File: config.mk
export PLATFORM = sky130hd
export DESIGN_NAME = palette_colour_cycler
export DESIGN_NICKNAME = d
export VERILOG_FILES = /design/src/sv/pcc_pkg.sv /design/src/sv/pcc_ctrl.sv /design/src/sv/pcc_datapath.sv /design/src/sv/palette_colour_cycler.sv
export VERILOG_INCLUDE_DIRS = /design/src /design/src/sv
export SDC_FILE = /design/constraint.sdc
export NUM_CORES = 2
export LEC_CHECK = 0
export ABC_AREA = 1
export BUFFER_PORTS_ARGS = -buffer_cell sky130_fd_sc_hd__clkbuf_2
export CORE_MARGIN = 10
export CORE_UTILIZATION = 60
export CTS_BUF_LIST = sky130_fd_sc_hd__clkbuf_2
export DETAILED_ROUTE_END_ITERATION = 7
export PLACE_DENSITY = 0.77
export SETUP_SLACK_MARGIN = 0.15
export SYNTH_ARGS = -nofsm -noshare
export SYNTH_HDL_FRONTEND = slang
export SYNTH_SLANG_ARGS = --single-unit
File: constraint.sdc
create_clock -name clock -period 8.45 [get_ports clock]
set_input_delay 0.845 -clock clock [delete_from_list [all_inputs] [get_ports clock]]
set_output_delay 0.845 -clock clock [all_outputs]
set_load 0.01 [all_outputs]
File: src/sv/palette_colour_cycler_defines.svh
// assertion macros used by the palette colour cycler controller
`ifndef PALETTE_COLOUR_CYCLER_DEFINES_SVH
`define PALETTE_COLOUR_CYCLER_DEFINES_SVH

// same-cycle implication, sampled on clock, off during reset
`define PCC_ASSERT_IMP(label, ante, cons, msg) \
   label: assert property (@(posedge clock) disable iff (reset) (ante) |-> (cons)) \
      else $error(msg);

// next-cycle implication, sampled on clock, off during reset
`define PCC_ASSERT_NXT(label, ante, cons, msg) \
   label: assert property (@(posedge clock) disable iff (reset) (ante) |=> (cons)) \
      else $error(msg);

`endif

File: src/sv/pcc_pkg.sv
// shared types and constants of the palette colour cycler
package pcc_pkg;

   localparam int PALETTE_DEPTH  = 4;
   localparam int FRAC_BITS      = 16;
   localparam int CHANNEL_BITS   = 8;
   localparam int NUM_CHANNELS   = 4;
   localparam int COLOUR_BITS    = NUM_CHANNELS * CHANNEL_BITS;
   localparam int PAIR_BITS      = 2 * COLOUR_BITS;
   localparam int COUNT_BITS     = 3;
   localparam int ENTRY_BITS     = $clog2(PALETTE_DEPTH);
   localparam int PHASE_BITS     = ENTRY_BITS + FRAC_BITS;
   localparam int CHAN_SEL_BITS  = $clog2(NUM_CHANNELS);

   localparam int SPEED_BITS     = 24;
   localparam int SPEED_FRAC     = 16;
   localparam int MULT_BITS      = 16;
   localparam int MULT_FRAC      = 8;
   localparam int START_BITS     = 16;
   localparam int ELAPSED_BITS   = 16;

   localparam int RATE_PROD_BITS = SPEED_BITS + MULT_BITS;
   localparam int RATE_SHIFT     = SPEED_FRAC + MULT_FRAC - FRAC_BITS;
   localparam int RATE_BITS      = RATE_PROD_BITS - 1 - RATE_SHIFT;
   localparam int STEP_BITS      = ELAPSED_BITS + RATE_BITS;
   localparam int SUM_BITS       = STEP_BITS + 1;
   localparam int DIV_BITS       = SUM_BITS - FRAC_BITS;
   localparam int DIV_CNT_BITS   = $clog2(DIV_BITS);

   localparam logic [MULT_BITS-1:0] MULT_ONE = MULT_BITS'(1 << MULT_FRAC);

   localparam int CSR_INDEX_BITS = 3;
   localparam int CSR_DATA_BITS  = 64;

   // configuration register indexes
   typedef enum logic [CSR_INDEX_BITS-1:0] {
      CSR_COUNT,
      CSR_PAIR0,
      CSR_PAIR1,
      CSR_SPEED,
      CSR_MULT,
      CSR_START
   } csr_index_type;

   // controller states
   typedef enum logic [3:0] {
      ST_IDLE,
      ST_RATE,
      ST_STEP,
      ST_ADD,
      ST_DIV,
      ST_WRAP,
      ST_LERP,
      ST_LOAD
   } state_type;

   // commands from controller to datapath
   typedef struct packed {
      logic                     capture;
      logic                     rate_en;
      logic                     step_en;
      logic                     add_en;
      logic                     div_en;
      logic                     wrap_en;
      logic                     lerp_en;
      logic [CHAN_SEL_BITS-1:0] ch_sel;
      logic                     load_out;
   } cmd_type;

   // status from datapath to controller
   typedef struct packed {
      logic restart;
   } status_type;

endpackage

File: src/sv/pcc_ctrl.sv
// controller state machine of the palette colour cycler
`include "palette_colour_cycler_defines.svh"

module pcc_ctrl (
   input  logic                clock,
   input  logic                reset,
   input  logic                req_valid,
   output logic                req_stall,
   output logic                rsp_valid,
   input  logic                rsp_stall,
   input  pcc_pkg::status_type status,
   output pcc_pkg::cmd_type    cmd
);
   import pcc_pkg::*;

   state_type                state_ff, state_in;
   logic [DIV_CNT_BITS-1:0]  div_cnt_ff, div_cnt_in;
   logic [CHAN_SEL_BITS-1:0] ch_cnt_ff, ch_cnt_in;
   logic                     out_valid_ff, out_valid_in;
   logic                     accept;
   logic                     div_last;
   logic                     ch_last;

   assign req_stall = (state_ff != ST_IDLE);
   assign rsp_valid = out_valid_ff;
   assign accept    = req_valid && !req_stall;
   assign div_last  = (div_cnt_ff == DIV_CNT_BITS'(DIV_BITS - 1));
   assign ch_last   = (ch_cnt_ff == CHAN_SEL_BITS'(NUM_CHANNELS - 1));

   // next state
   always_comb begin
      state_in = state_ff;
      case (state_ff)
         ST_IDLE: if (req_valid) state_in = ST_RATE;
         ST_RATE: state_in = status.restart ? ST_LERP : ST_STEP;
         ST_STEP: state_in = ST_ADD;
         ST_ADD:  state_in = ST_DIV;
         ST_DIV:  if (div_last) state_in = ST_WRAP;
         ST_WRAP: state_in = ST_LERP;
         ST_LERP: if (ch_last) state_in = ST_LOAD;
         ST_LOAD: if (!out_valid_ff || !rsp_stall) state_in = ST_IDLE;
         default: state_in = ST_IDLE;
      endcase
   end

   // datapath commands
   always_comb begin
      cmd        = '0;
      cmd.ch_sel = ch_cnt_ff;
      case (state_ff)
         ST_IDLE: cmd.capture  = req_valid;
         ST_RATE: cmd.rate_en  = 1'b1;
         ST_STEP: cmd.step_en  = 1'b1;
         ST_ADD:  cmd.add_en   = 1'b1;
         ST_DIV:  cmd.div_en   = 1'b1;
         ST_WRAP: cmd.wrap_en  = 1'b1;
         ST_LERP: cmd.lerp_en  = 1'b1;
         ST_LOAD: cmd.load_out = !out_valid_ff || !rsp_stall;
         default: cmd = '0;
      endcase
   end

   // step counters and output word flag
   always_comb begin
      div_cnt_in   = (state_ff == ST_DIV) ? div_cnt_ff + 1'b1 : '0;
      ch_cnt_in    = (state_ff == ST_LERP) ? ch_cnt_ff + 1'b1 : '0;
      out_valid_in = cmd.load_out || (out_valid_ff && rsp_stall);
   end

   always_ff @(posedge clock) begin
      if (reset) begin
         state_ff     <= ST_IDLE;
         div_cnt_ff   <= '0;
         ch_cnt_ff    <= '0;
         out_valid_ff <= 1'b0;
      end else begin
         state_ff     <= state_in;
         div_cnt_ff   <= div_cnt_in;
         ch_cnt_ff    <= ch_cnt_in;
         out_valid_ff <= out_valid_in;
      end
   end

   `PCC_ASSERT_NXT(a_accept_starts, accept, state_ff == ST_RATE, "accepted word did not start work")
   `PCC_ASSERT_IMP(a_no_overwrite, cmd.load_out, !rsp_valid || !rsp_stall, "pending result overwritten")
   `PCC_ASSERT_NXT(a_load_shows, cmd.load_out, rsp_valid && state_ff == ST_IDLE, "loaded result not shown")
   `PCC_ASSERT_IMP(a_div_cnt_idle, state_ff != ST_DIV, div_cnt_ff == '0, "divide counter not cleared")

endmodule

File: src/sv/pcc_datapath.sv
// datapath of the palette colour cycler: registers, multipliers, serial modulo, blend
module pcc_datapath (
   input  logic                                    clock,
   input  logic                                    reset,
   input  pcc_pkg::cmd_type                        cmd,
   output pcc_pkg::status_type                     status,
   input  logic                                    req_mode,
   input  logic [pcc_pkg::ELAPSED_BITS-1:0]        req_elapsed_ms,
   input  logic                                    csr_we,
   input  logic [pcc_pkg::CSR_INDEX_BITS-1:0]      csr_index,
   input  logic [pcc_pkg::CSR_DATA_BITS-1:0]       csr_data,
   output logic [pcc_pkg::CHANNEL_BITS-1:0]        rsp_red,
   output logic [pcc_pkg::CHANNEL_BITS-1:0]        rsp_green,
   output logic [pcc_pkg::CHANNEL_BITS-1:0]        rsp_blue,
   output logic [pcc_pkg::CHANNEL_BITS-1:0]        rsp_alpha,
   output logic [pcc_pkg::PHASE_BITS-1:0]          rsp_phase
);
   import pcc_pkg::*;

   // configuration
   logic [COUNT_BITS-1:0]        count_ff;
   logic [PAIR_BITS-1:0]         pair0_ff;
   logic [PAIR_BITS-1:0]         pair1_ff;
   logic signed [SPEED_BITS-1:0] speed_ff;
   logic signed [MULT_BITS-1:0]  mult_ff;
   logic [START_BITS-1:0]        start_ff;

   // working registers
   logic                         mode_ff;
   logic [ELAPSED_BITS-1:0]      elapsed_ff;
   logic [RATE_BITS-1:0]         rate_ff, rate_in;
   logic [STEP_BITS-1:0]         step_ff, step_in;
   logic [DIV_BITS-1:0]          div_ff;
   logic [FRAC_BITS-1:0]         low_ff;
   logic [ENTRY_BITS-1:0]        rem_ff, rem_in;
   logic [PHASE_BITS-1:0]        pos_ff;
   logic [CHANNEL_BITS-1:0]      chan_ff [NUM_CHANNELS];

   logic [COUNT_BITS-1:0]            count_act;
   logic signed [MULT_BITS-1:0]      mult_eff;
   logic signed [RATE_PROD_BITS-1:0] rate_prod;
   logic [PHASE_BITS-1:0]            restart_pos;
   logic [SUM_BITS-1:0]              sum;
   logic [ENTRY_BITS:0]              trial;
   logic [ENTRY_BITS-1:0]            from_idx, to_idx;
   logic [COUNT_BITS-1:0]            from_next;
   logic [COLOUR_BITS-1:0]           colour_a, colour_b;
   logic [CHANNEL_BITS-1:0]          chan_a, chan_b;
   logic signed [CHANNEL_BITS:0]     diff;
   logic signed [FRAC_BITS:0]        weight;
   logic signed [CHANNEL_BITS+FRAC_BITS+1:0] blend_prod;
   logic signed [CHANNEL_BITS+1:0]   adjust;
   logic [CHANNEL_BITS+1:0]          blend;

   assign status.restart = mode_ff;

   // palette count in use: zero counts as one, saturates at the depth
   always_comb begin
      if (count_ff == '0)
         count_act = COUNT_BITS'(1);
      else if (count_ff > COUNT_BITS'(PALETTE_DEPTH))
         count_act = COUNT_BITS'(PALETTE_DEPTH);
      else
         count_act = count_ff;
   end

   // rate in phase units per ms, negative or zero gives no motion
   assign mult_eff  = (mult_ff == '0) ? signed'(MULT_ONE) : mult_ff;
   assign rate_prod = speed_ff * mult_eff;
   assign rate_in   = (rate_prod > 0) ? rate_prod[RATE_SHIFT +: RATE_BITS] : '0;
   assign restart_pos = PHASE_BITS'(start_ff) * PHASE_BITS'(count_act);

   // step and phase sum
   assign step_in = STEP_BITS'(elapsed_ff) * STEP_BITS'(rate_ff);
   assign sum     = SUM_BITS'(step_ff) + SUM_BITS'(pos_ff);

   // one quotient bit of the entry-count modulo
   always_comb begin
      trial = {rem_ff, div_ff[DIV_BITS-1]};
      if (trial >= count_act)
         trial = trial - count_act;
      rem_in = trial[ENTRY_BITS-1:0];
   end

   // blend one channel: a + floor((b - a) * w / 2^F)
   always_comb begin
      from_idx  = pos_ff[PHASE_BITS-1 -: ENTRY_BITS];
      from_next = COUNT_BITS'(from_idx) + 1'b1;
      to_idx    = (from_next >= count_act) ? '0 : from_next[ENTRY_BITS-1:0];
      colour_a  = from_idx[1] ? (from_idx[0] ? pair1_ff[PAIR_BITS-1 -: COLOUR_BITS]
                                             : pair1_ff[COLOUR_BITS-1:0])
                              : (from_idx[0] ? pair0_ff[PAIR_BITS-1 -: COLOUR_BITS]
                                             : pair0_ff[COLOUR_BITS-1:0]);
      colour_b  = to_idx[1] ? (to_idx[0] ? pair1_ff[PAIR_BITS-1 -: COLOUR_BITS]
                                         : pair1_ff[COLOUR_BITS-1:0])
                            : (to_idx[0] ? pair0_ff[PAIR_BITS-1 -: COLOUR_BITS]
                                         : pair0_ff[COLOUR_BITS-1:0]);
      chan_a     = colour_a[cmd.ch_sel*CHANNEL_BITS +: CHANNEL_BITS];
      chan_b     = colour_b[cmd.ch_sel*CHANNEL_BITS +: CHANNEL_BITS];
      diff       = signed'({1'b0, chan_b}) - signed'({1'b0, chan_a});
      weight     = signed'({1'b0, pos_ff[FRAC_BITS-1:0]});
      blend_prod = diff * weight;
      adjust     = blend_prod[CHANNEL_BITS+FRAC_BITS+1 -: CHANNEL_BITS+2];
      blend      = (CHANNEL_BITS+2)'(chan_a) + unsigned'(adjust);
   end

   // configuration registers
   always_ff @(posedge clock) begin
      if (reset) begin
         count_ff <= COUNT_BITS'(1);
         pair0_ff <= '0;
         pair1_ff <= '0;
         speed_ff <= '0;
         mult_ff  <= signed'(MULT_ONE);
         start_ff <= '0;
      end else if (csr_we) begin
         case (csr_index)
            CSR_COUNT: count_ff <= csr_data[COUNT_BITS-1:0];
            CSR_PAIR0: pair0_ff <= csr_data[PAIR_BITS-1:0];
            CSR_PAIR1: pair1_ff <= csr_data[PAIR_BITS-1:0];
            CSR_SPEED: speed_ff <= signed'(csr_data[SPEED_BITS-1:0]);
            CSR_MULT:  mult_ff  <= signed'(csr_data[MULT_BITS-1:0]);
            CSR_START: start_ff <= csr_data[START_BITS-1:0];
            default:   ;
         endcase
      end
   end

   // phase accumulator
   always_ff @(posedge clock) begin
      if (reset) begin
         pos_ff <= '0;
      end else if (cmd.rate_en && mode_ff) begin
         pos_ff <= restart_pos;
      end else if (cmd.wrap_en) begin
         pos_ff <= {rem_ff, low_ff};
      end
   end

   // working registers
   always_ff @(posedge clock) begin
      if (cmd.capture) begin
         mode_ff    <= req_mode;
         elapsed_ff <= req_elapsed_ms;
      end
      if (cmd.rate_en) rate_ff <= rate_in;
      if (cmd.step_en) step_ff <= step_in;
      if (cmd.add_en) begin
         div_ff <= sum[SUM_BITS-1 -: DIV_BITS];
         low_ff <= sum[FRAC_BITS-1:0];
         rem_ff <= '0;
      end else if (cmd.div_en) begin
         div_ff <= {div_ff[DIV_BITS-2:0], 1'b0};
         rem_ff <= rem_in;
      end
      if (cmd.lerp_en) chan_ff[cmd.ch_sel] <= blend[CHANNEL_BITS-1:0];
   end

   // output word register
   always_ff @(posedge clock) begin
      if (cmd.load_out) begin
         rsp_red   <= chan_ff[0];
         rsp_green <= chan_ff[1];
         rsp_blue  <= chan_ff[2];
         rsp_alpha <= chan_ff[3];
         rsp_phase <= pos_ff;
      end
   end

endmodule

File: src/sv/palette_colour_cycler.sv
// Palette colour cycler: one phase accumulator over up to four RGBA colours. A tick word
// (mode 0) advances the phase by elapsed_ms times the positive part of speed times
// multiplier and wraps it by the palette count; a restart word (mode 1) sets it to
// start_phase times the count. Each word returns the colour blended between the current
// entry and the next, plus the new phase. One word at a time: a tick runs the 32-step
// serial modulo by the palette count before the four-step channel blend; a restart goes
// directly to the four-step channel blend. A finished result waits in an output
// register, so the next word is worked on while it is stalled. Configuration is taken in
// any cycle (csr_ready is always high) and is to be written only while the block is idle.
module palette_colour_cycler (
   input  logic                                clock,
   input  logic                                reset,
   input  logic                                req_valid,
   output logic                                req_stall,
   input  logic                                req_mode,
   input  logic [pcc_pkg::ELAPSED_BITS-1:0]    req_elapsed_ms,
   output logic                                rsp_valid,
   input  logic                                rsp_stall,
   output logic [pcc_pkg::CHANNEL_BITS-1:0]    rsp_red,
   output logic [pcc_pkg::CHANNEL_BITS-1:0]    rsp_green,
   output logic [pcc_pkg::CHANNEL_BITS-1:0]    rsp_blue,
   output logic [pcc_pkg::CHANNEL_BITS-1:0]    rsp_alpha,
   output logic [pcc_pkg::PHASE_BITS-1:0]      rsp_phase,
   input  logic                                csr_valid,
   output logic                                csr_ready,
   input  logic [pcc_pkg::CSR_INDEX_BITS-1:0]  csr_index,
   input  logic [pcc_pkg::CSR_DATA_BITS-1:0]   csr_data
);
   import pcc_pkg::*;

   cmd_type    cmd;
   status_type status;
   logic       csr_we;

   // register writes are always taken
   assign csr_ready = 1'b1;
   assign csr_we    = csr_valid && csr_ready;

   // sequencing
   pcc_ctrl u_ctrl (
      .clock     (clock),
      .reset     (reset),
      .req_valid (req_valid),
      .req_stall (req_stall),
      .rsp_valid (rsp_valid),
      .rsp_stall (rsp_stall),
      .status    (status),
      .cmd       (cmd)
   );

   // arithmetic and storage
   pcc_datapath u_datapath (
      .clock          (clock),
      .reset          (reset),
      .cmd            (cmd),
      .status         (status),
      .req_mode       (req_mode),
      .req_elapsed_ms (req_elapsed_ms),
      .csr_we         (csr_we),
      .csr_index      (csr_index),
      .csr_data       (csr_data),
      .rsp_red        (rsp_red),
      .rsp_green      (rsp_green),
      .rsp_blue       (rsp_blue),
      .rsp_alpha      (rsp_alpha),
      .rsp_phase      (rsp_phase)
   );

endmodule
After elaboration in Yosys (flattened, before gate mapping)
Memories as Yosys holds them, arrays and structs flattened. A register that Yosys moved wholly into a read port is not among the register bits.
Cells that the tools add are included.
- bits in registers: 380
- bits in latches: 0
- RAM bits: 32
- memory bits (read-only): 0
- input bits: 89
- output and inout bits: 53
- word-level logic and storage cells: 112
- memories kept: 1
- add/subtract/negate cells: 7
- multiply operators: 4
- div/mod/pow operators: 0
- $lt $le $gt $ge: 4
- equal/unequal tests: 18
- shifts and indexed selects: 2
- muxes and demuxes: 32
- bitwise gates (word level): 2
- reduce and logical (&&, ||, !) cells: 23
- memories (name ; depth ; bits a word ; rd ports ; clocked after Yosys merged registers in ; wr ports ; RTL line ; source):
    u_datapath.chan_ff ; 4 ; 8 ; 4 ; 4 ; 1 ; pcc_datapath.sv:37 ; logic [CHANNEL_BITS-1:0] chan_ff [NUM_CHANNELS];
- operators by type and width (cell ; number):
    32-bit two-way mux ; 8
    32-bit by 6-bit indexed part select with 8-bit output ; 2
    47-bit by 18-bit adder with 48-bit output ; 1
    16-bit by 31-bit multiplier with 47-bit output ; 1
    40-bit by 1-bit greater-than comparator with 1-bit output (second input constant) ; 1
    24-bit by 16-bit multiplier with 40-bit output ; 1
    18-bit two-way mux ; 2
    4-bit one-hot mux with 8 select lines ; 1
    9-bit by 17-bit multiplier with 24-bit output ; 1
    16-bit by 3-bit multiplier with 18-bit output ; 1
    4-bit by 3-bit == test with 1-bit output (second input constant) ; 4
    16-bit logical NOT ; 1
    16-bit two-way mux ; 1
    4-bit two-way mux ; 4
    2-bit AND reduction ; 6
    1-bit two-way mux ; 10
    3-bit two-way mux ; 3
    8-bit by 8-bit subtractor with 9-bit output ; 1
    8-bit adder ; 1
    4-bit by 2-bit == test with 1-bit output (second input constant) ; 2
    8-bit OR reduction ; 1
    3-bit by 2-bit == test with 1-bit output (second input constant) ; 2
    3-bit == test (second input constant) ; 2
    3-bit >= comparator ; 2
    22 further kinds ; 33

Longest topological paths before layout
- depth after elaboration: 11
- depth in mapped cells: 62
- depth with buffers taken out: 59

Hierarchy
From an unflattened synthesis, not the netlist that was laid out.
- cells, all modules: 7198
- area total of the unflattened synthesis: 56749.4 um2
- modules (own cells, without submodules) (module ; times used ; cells an instance ; area each (um2) ; sequential area each (um2)):
    pcc_datapath ; 1 ; 7098 ; 56040.0 ; 10900.5
    pcc_ctrl ; 1 ; 98 ; 698.2 ; 220.2
    palette_colour_cycler ; 1 ; 2 ; 11.3 ; 0.0

Least setup slack after synthesis
Ideal clock, no wire load.
- kind: register to register
- start: reg u_datapath.count_ff[2]
- end: mem u_datapath.chan_ff[0][6], data pin
- setup time: 0.272 ns
- data arrival time: 9.093 ns
- required time: 8.178 ns
- slack: -0.915 ns
- stages on the path, launching flop included: 56
- path buffers: 3
- period minus slack after synthesis: 9.365 ns
- cell sequence: dfxtp_1 clkbuf_1 a21oi_1 clkbuf_1 ha_1 nor2_1 a211oi_1 nand2_1 nor2_2 inv_1 buf_2 a21oi_1 o21ai_0 nand2_1 o221ai_1 nand2_1 inv_1 ha_1 (+20 left out) ha_1 nand2_1 inv_1 nand3_1 o21ai_1 nand2_1 a21oi_1 nand3_1 nand2_1 xor2_1 ha_1 inv_1 fa_1 o21ai_0 a21oi_1 nor2_1 nor2_1 xnor2_1
- word-level cells in the longest chain between the ends: 11
- elaborated cells on any way between the ends: 13
- classes of those cells: add/sub (2); mul (1); order compare (2); shift (1); mux (6); reduce/logical (1)
- ends and longest elaborated chain (item ; RTL line ; source):
    from (decl) ; pcc_datapath.sv:21 ; logic [COUNT_BITS-1:0] count_ff;
    from (signal assigned) ; pcc_datapath.sv:118 ; CSR_COUNT: count_ff <= csr_data[COUNT_BITS-1:0];
    3-bit greater-than comparator ; pcc_datapath.sv:61 ; else if (count_ff > COUNT_BITS'(PALETTE_DEPTH))
    3-bit two-way mux ; pcc_datapath.sv:61 ;
    3-bit two-way mux (*) ; pcc_datapath.sv:59 ; if (count_ff == '0)
    3-bit >= comparator (*) ; pcc_datapath.sv:89 ; to_idx = (from_next >= count_act) ? '0 : from_next[ENTRY_BITS-1:0];
    2-bit two-way mux (*) ; pcc_datapath.sv:89 ;
    32-bit two-way mux (on tied branches) ; pcc_datapath.sv:96, pcc_datapath.sv:94 ;
    32-bit two-way mux (*) ; pcc_datapath.sv:94 ; colour_b = to_idx[1] ? (to_idx[0] ? pair1_ff[PAIR_BITS-1 -: COLOUR_BITS]
    32-bit by 6-bit indexed part select with 8-bit output (*) ; pcc_datapath.sv:99 ; chan_b = colour_b[cmd.ch_sel*CHANNEL_BITS +: CHANNEL_BITS];
    8-bit by 8-bit subtractor with 9-bit output (*) ; pcc_datapath.sv:100 ; diff = signed'({1'b0, chan_b}) - signed'({1'b0, chan_a});
    9-bit by 17-bit multiplier with 24-bit output (*) ; pcc_datapath.sv:102 ; blend_prod = diff * weight;
    8-bit adder (*) ; pcc_datapath.sv:104 ; blend = (CHANNEL_BITS+2)'(chan_a) + unsigned'(adjust);
    via u_datapath.blend[6] ; pcc_datapath.sv:53 ; logic [CHANNEL_BITS+1:0] blend;
    to (decl) ; pcc_datapath.sv:37 ;
The timed path passes the listed nets; every way through them passes the cells marked *.

Final worst setup path
- start: reg u_datapath.pos_ff[17]
- end: mem u_datapath.chan_ff[1][6], data pin
- word-level cells in the longest chain between the ends: 9
- elaborated cells on any way between the ends: 12
- classes of those cells: add/sub (3); mul (1); order compare (1); shift (2); mux (5)
- ends and longest elaborated chain (item ; RTL line ; source):
    from (decl) ; pcc_datapath.sv:36 ; logic [PHASE_BITS-1:0] pos_ff;
    from (signal assigned) ; pcc_datapath.sv:134 ; pos_ff <= restart_pos;
    from (signal assigned) ; pcc_datapath.sv:136 ; pos_ff <= {rem_ff, low_ff};
    2-bit by 1-bit adder with 3-bit output ; pcc_datapath.sv:88 ; from_next = COUNT_BITS'(from_idx) + 1'b1;
    3-bit >= comparator ; pcc_datapath.sv:89 ;
    2-bit two-way mux ; pcc_datapath.sv:89 ;
    32-bit two-way mux (on tied branches) ; pcc_datapath.sv:96, pcc_datapath.sv:94 ;
    32-bit two-way mux ; pcc_datapath.sv:94 ;
    32-bit by 6-bit indexed part select with 8-bit output ; pcc_datapath.sv:99 ;
    8-bit by 8-bit subtractor with 9-bit output ; pcc_datapath.sv:100 ;
    9-bit by 17-bit multiplier with 24-bit output ; pcc_datapath.sv:102 ;
    8-bit adder (*) ; pcc_datapath.sv:104 ;
    via u_datapath.blend[6] ; pcc_datapath.sv:53 ;
Marked as above.

==> results by stage <==
Outcome:
- The flow ran to the end, but the final reports show violations.
- The checks that failed: setup timing.

Flow run:
- The tool flagged a number of max-cap violations equal to 0.

Timing:
- The total negative slack for setup checks is -8904 ps.
- The number of failing hold endpoints at the final stage is 0.
- The total of endpoints with negative setup slack in the final report is 28.
- The final setup skew is about 240 ps.
- The shortest clock period the worst path allows after layout is 8956 ps.
- Final hold analysis gives a worst-case slack of approximately 90 ps.
- The highest attainable clock frequency is 111.7 MHz.
- The transition time at the pin with the least slew margin is approximately 1300 ps.
- Setup repair after global routing could not meet its margin everywhere.
- The worst-case headroom to the max-slew limit is 13.38%.
- The max-slew violation total from the final report is 0.
- Of the available clock period, the critical path in the final layout requires 106.0%.
- The post-layout worst setup margin is -506.2 ps.

Floorplanning:
- The initial core utilization is roughly three fifths.
- The y dimension of the die is roughly 330 um.
- The top-level port count is 142.
- The floorplan has 112 rows.
- The floorplan step defined a core boundary enclosing 0.09347 mm2.
- The overall die area is about 0.11 mm2.
- The die is 327.2 um wide.

Synthesis:
- The flip-flop and latch count after synthesis is roughly 440.
- The post-synthesis net count is ~8500.
- Ranked by instance count, the synthesized netlist is headed by sky130_fd_sc_hd__nand2_1, sky130_fd_sc_hd__inv_1, sky130_fd_sc_hd__fa_1.
- Ranked by total cell area, the synthesized netlist is headed by sky130_fd_sc_hd__fa_1, sky130_fd_sc_hd__edfxtp_1, sky130_fd_sc_hd__nand2_1.
- The library cell occupying the most area in the post-synthesis netlist is sky130_fd_sc_hd__fa_1.
- The synthesized design contains approximately 230 enable-type register cells.
- The post-synthesis instance total is slightly above 7000.
- The top-area cell type share of the netlist area is a little under a third.
- In this run, distinct cell masters in the synthesized netlist total 53.
- Averaged over all synthesized cells, the footprint is a little under 8 um2.
- The proportion of synthesized chip area in sequential cells is 19.64%.
- After synthesis, the share of flip-flops with an asynchronous set or reset is 0%.
- The leading register cell type out of synthesis is sky130_fd_sc_hd__edfxtp_1.
- The synthesized area is 0.05661 mm2.
- Yosys printed 0 warnings.
- The most repeated cell in the gate-level netlist after synthesis is sky130_fd_sc_hd__nand2_1.

Worst setup path:
- The worst-case reg-to-reg path depth is 52.
- The data arrival time of the critical path is around 9900 ps.
- The type of element launching the critical path is a flop.
- The library cell appearing most often on the critical path is sky130_fd_sc_hd__nand2_1.
- The delay of the slowest critical-path stage is between 500 and 600 ps.
- The kind of end point of the critical path is a flop.
- The worst setup path is of the reg2reg kind.
- STA puts the critical path data required time at around 9400 ps.
- The highest-delay cell along the critical path is sky130_fd_sc_hd__fa_1.
- The critical-path maximum fanout is 8.

GRT:
- The via count of the first global-routing pass is between 40000 and 50000.
- The total global-route track usage is 30.11%.
- After global routing the overflow that remains totals 0.
- The number of antenna violations at the first check in global routing is 5.
- The first global-routing pass estimated ~260000 um of wire.
- Entering global routing, the biggest net connects slightly below 100 pins.

Clock network:
- Counting every sink on the clock net gives around 440.
- The longest clock path from root to sink contains 3 buffers.
- The level count of the clock H-tree is 3.
- The root buffer cell chosen for the clock tree is sky130_fd_sc_hd__clkbuf_2.
- The clock latency reported for the late side of the worst-skew pair is approximately 1400 ps.
- The number of buffers created by CTS is between 100 and 150.
- The clock tree from TritonCTS is yes.
- The clock edge transition at the registers on the reported setup and hold paths is around 110 ps.

Detailed routing:
- After detailed routing, the average wire length per cell comes to approximately 18 um.
- The number of routed nets with antenna violations is 0.
- The count of TritonRoute iterations in the first routing pass is 8.
- Using the TritonRoute via totals, the vias-per-cell ratio works out to between 5 and 6.
- In the routed design, unresolved DRC markers number 0.
- Wires add up to roughly 160000 um.
- The initial detailed-routing violation count is approximately 4000.
- The routed layout has 47920 vias.

Place:
- Once placement finished, the instance area stood at between 0.05 and 0.06 mm2.
- The number of port buffers is 140.
- The congestion estimate from routability-driven global placement came to 0.9740.
- The number of placed instances, taps included, is approximately 8400.
- The HPWL after detailed placement is roughly 130000 um.

Layout:
- The post-route standard cell area excluding fillers is ~0.062 mm2.
- The non-filler instance count after layout is roughly 8700.
- The area added between synthesis and finish is 9.295%.
- Fill cells in the final layout number ~8000.
- The total number of nets in the final design is 8710.
- Cells with a size suffix above 1 make up a little under a tenth of the layout.

Worst hold path:
- The worst hold path stage count is 6.
- The min-delay analysis places its worst path in the category in2reg.
-- final timing paths --
kind                                  from                        to  slack (ps)
setup reg to reg     u_datapath.pos_ff[17]  u_datapath.chan_ff[1][6]        -510
hold / removal                csr_index[2]     u_datapath.mult_ff[8]          90
hold reg to reg   u_datapath.chan_ff[1][4]              rsp_green[4]         390
setup / recovery     u_datapath.pos_ff[17]  u_datapath.chan_ff[1][6]        -510
-- what timing repair did --
item                                    CTS  global route
cloned                                    1             1
pin swaps                                21             8
setup buffers                            13             7
endpoints found under the setup margin   28            32
hold buffers                             84             0
gates resized for setup                  46            19
hold endpoints to repair                187             0
-- state kept, by name, indices dropped and copies added (netlist names), 5 cells and up --
register               cells
u_datapath.pos_ff         18
u_datapath.rsp_phase      18
u_datapath.pair0_ff       64
u_datapath.rate_ff        31
rsp_green                  8
u_datapath.step_ff        47
u_datapath.pair1_ff       64
u_datapath.low_ff         16
u_datapath.rsp_red         7
u_datapath.elapsed_ff     16
u_datapath.chan_ff        32
u_datapath.div_ff         32
rsp_blue                   8
u_ctrl.div_cnt_ff          5
u_datapath.speed_ff       24
rsp_alpha                  8
u_datapath.mult_ff        16
u_datapath.start_ff       16
-- routing by layer --
layer  track usage, %  share of wire, %  wire, um
met1            39.00                40     63290
met2            48.86                46     73860
met3            5.928               9.1     14530
met4            13.36               4.7      7517
met5                0                 0         0
-- placed cells by master, fill, tap and decap left out, types with 21 or more instances in the layout --
cell type and n:
sky130_fd_sc_hd__dlygate4sd3_1 84, sky130_fd_sc_hd__ha_1 330, sky130_fd_sc_hd__nand2_2 29, sky130_fd_sc_hd__nand3_1 130, sky130_fd_sc_hd__fa_1 893, sky130_fd_sc_hd__nand2_1 1671, sky130_fd_sc_hd__buf_4 213, sky130_fd_sc_hd__xor2_1 66
sky130_fd_sc_hd__edfxtp_1 225, sky130_fd_sc_hd__nand4_1 33, sky130_fd_sc_hd__o21bai_1 21, sky130_fd_sc_hd__inv_1 1562, sky130_fd_sc_hd__xnor2_1 44, sky130_fd_sc_hd__clkinv_1 47, sky130_fd_sc_hd__nor2_2 27, sky130_fd_sc_hd__nor2_1 537
sky130_fd_sc_hd__o21ai_0 392, sky130_fd_sc_hd__clkbuf_2 284, sky130_fd_sc_hd__dfxtp_1 216, sky130_fd_sc_hd__a31oi_1 45, sky130_fd_sc_hd__o211ai_1 42, sky130_fd_sc_hd__nor3_1 29, sky130_fd_sc_hd__a21oi_1 331
-- per-stage QoR --
| stage | utilization [%] | setup slack [ps] |
|---|---|---|
| after floorplan | - | 103.8 |
| after global placement | 63.55 | -392.2 |
| after detailed placement | 63.55 | -511.6 |
| after CTS | 66.01 | -245.4 |
| after global routing | 66.20 | -937.9 |
| final | 66.20 | -506.2 |
-- cell families (layout without fill, tap and decap cells) --
family / count (synthesis) / count (layout) / synth area share (%)
DFF: 443 / 443 / 19.64
AOI/OAI and AO/OA: 924 / 924 / 8.878
xor gates and xnor gates: 116 / 116 / 1.795
and+or+nand+nor: 2510 / 2510 / 17.63
other: 1 / 7 / 0.006624
adders and majority gates: 1236 / 1236 / 39.18
buffers and inverters: 1928 / 2254 / 12.86
-- area by class of cell --
type	instances	area (um2)	share of cell area [%]
antenna	6	15.01	0.02426
clock buffer	144	720.7	1.165
clock inverter	69	432.9	0.6996
inverter	1590	5973	9.653
multi-input combinational	4787	38640	62.45
sequential	443	11130	17.98
tap	1254	1569	2.536
timing repair buffer	451	3393	5.484
-- critical path, delay by kind of cell (launching register included) --
kind | cells | cell delay [ps]
buffers and inverters | 8 | 590
adder cells (fa/ha/maj) | 11 | 3940
flip-flops | 1 | 370
XOR/XNOR | 2 | 360
AO/OA/AOI/OAI | 12 | 1660
AND/OR/NAND/NOR | 19 | 1790
Power is not shown: default switching activity piles up to over one toggle a cycle in this logic, so the estimate is an artifact.
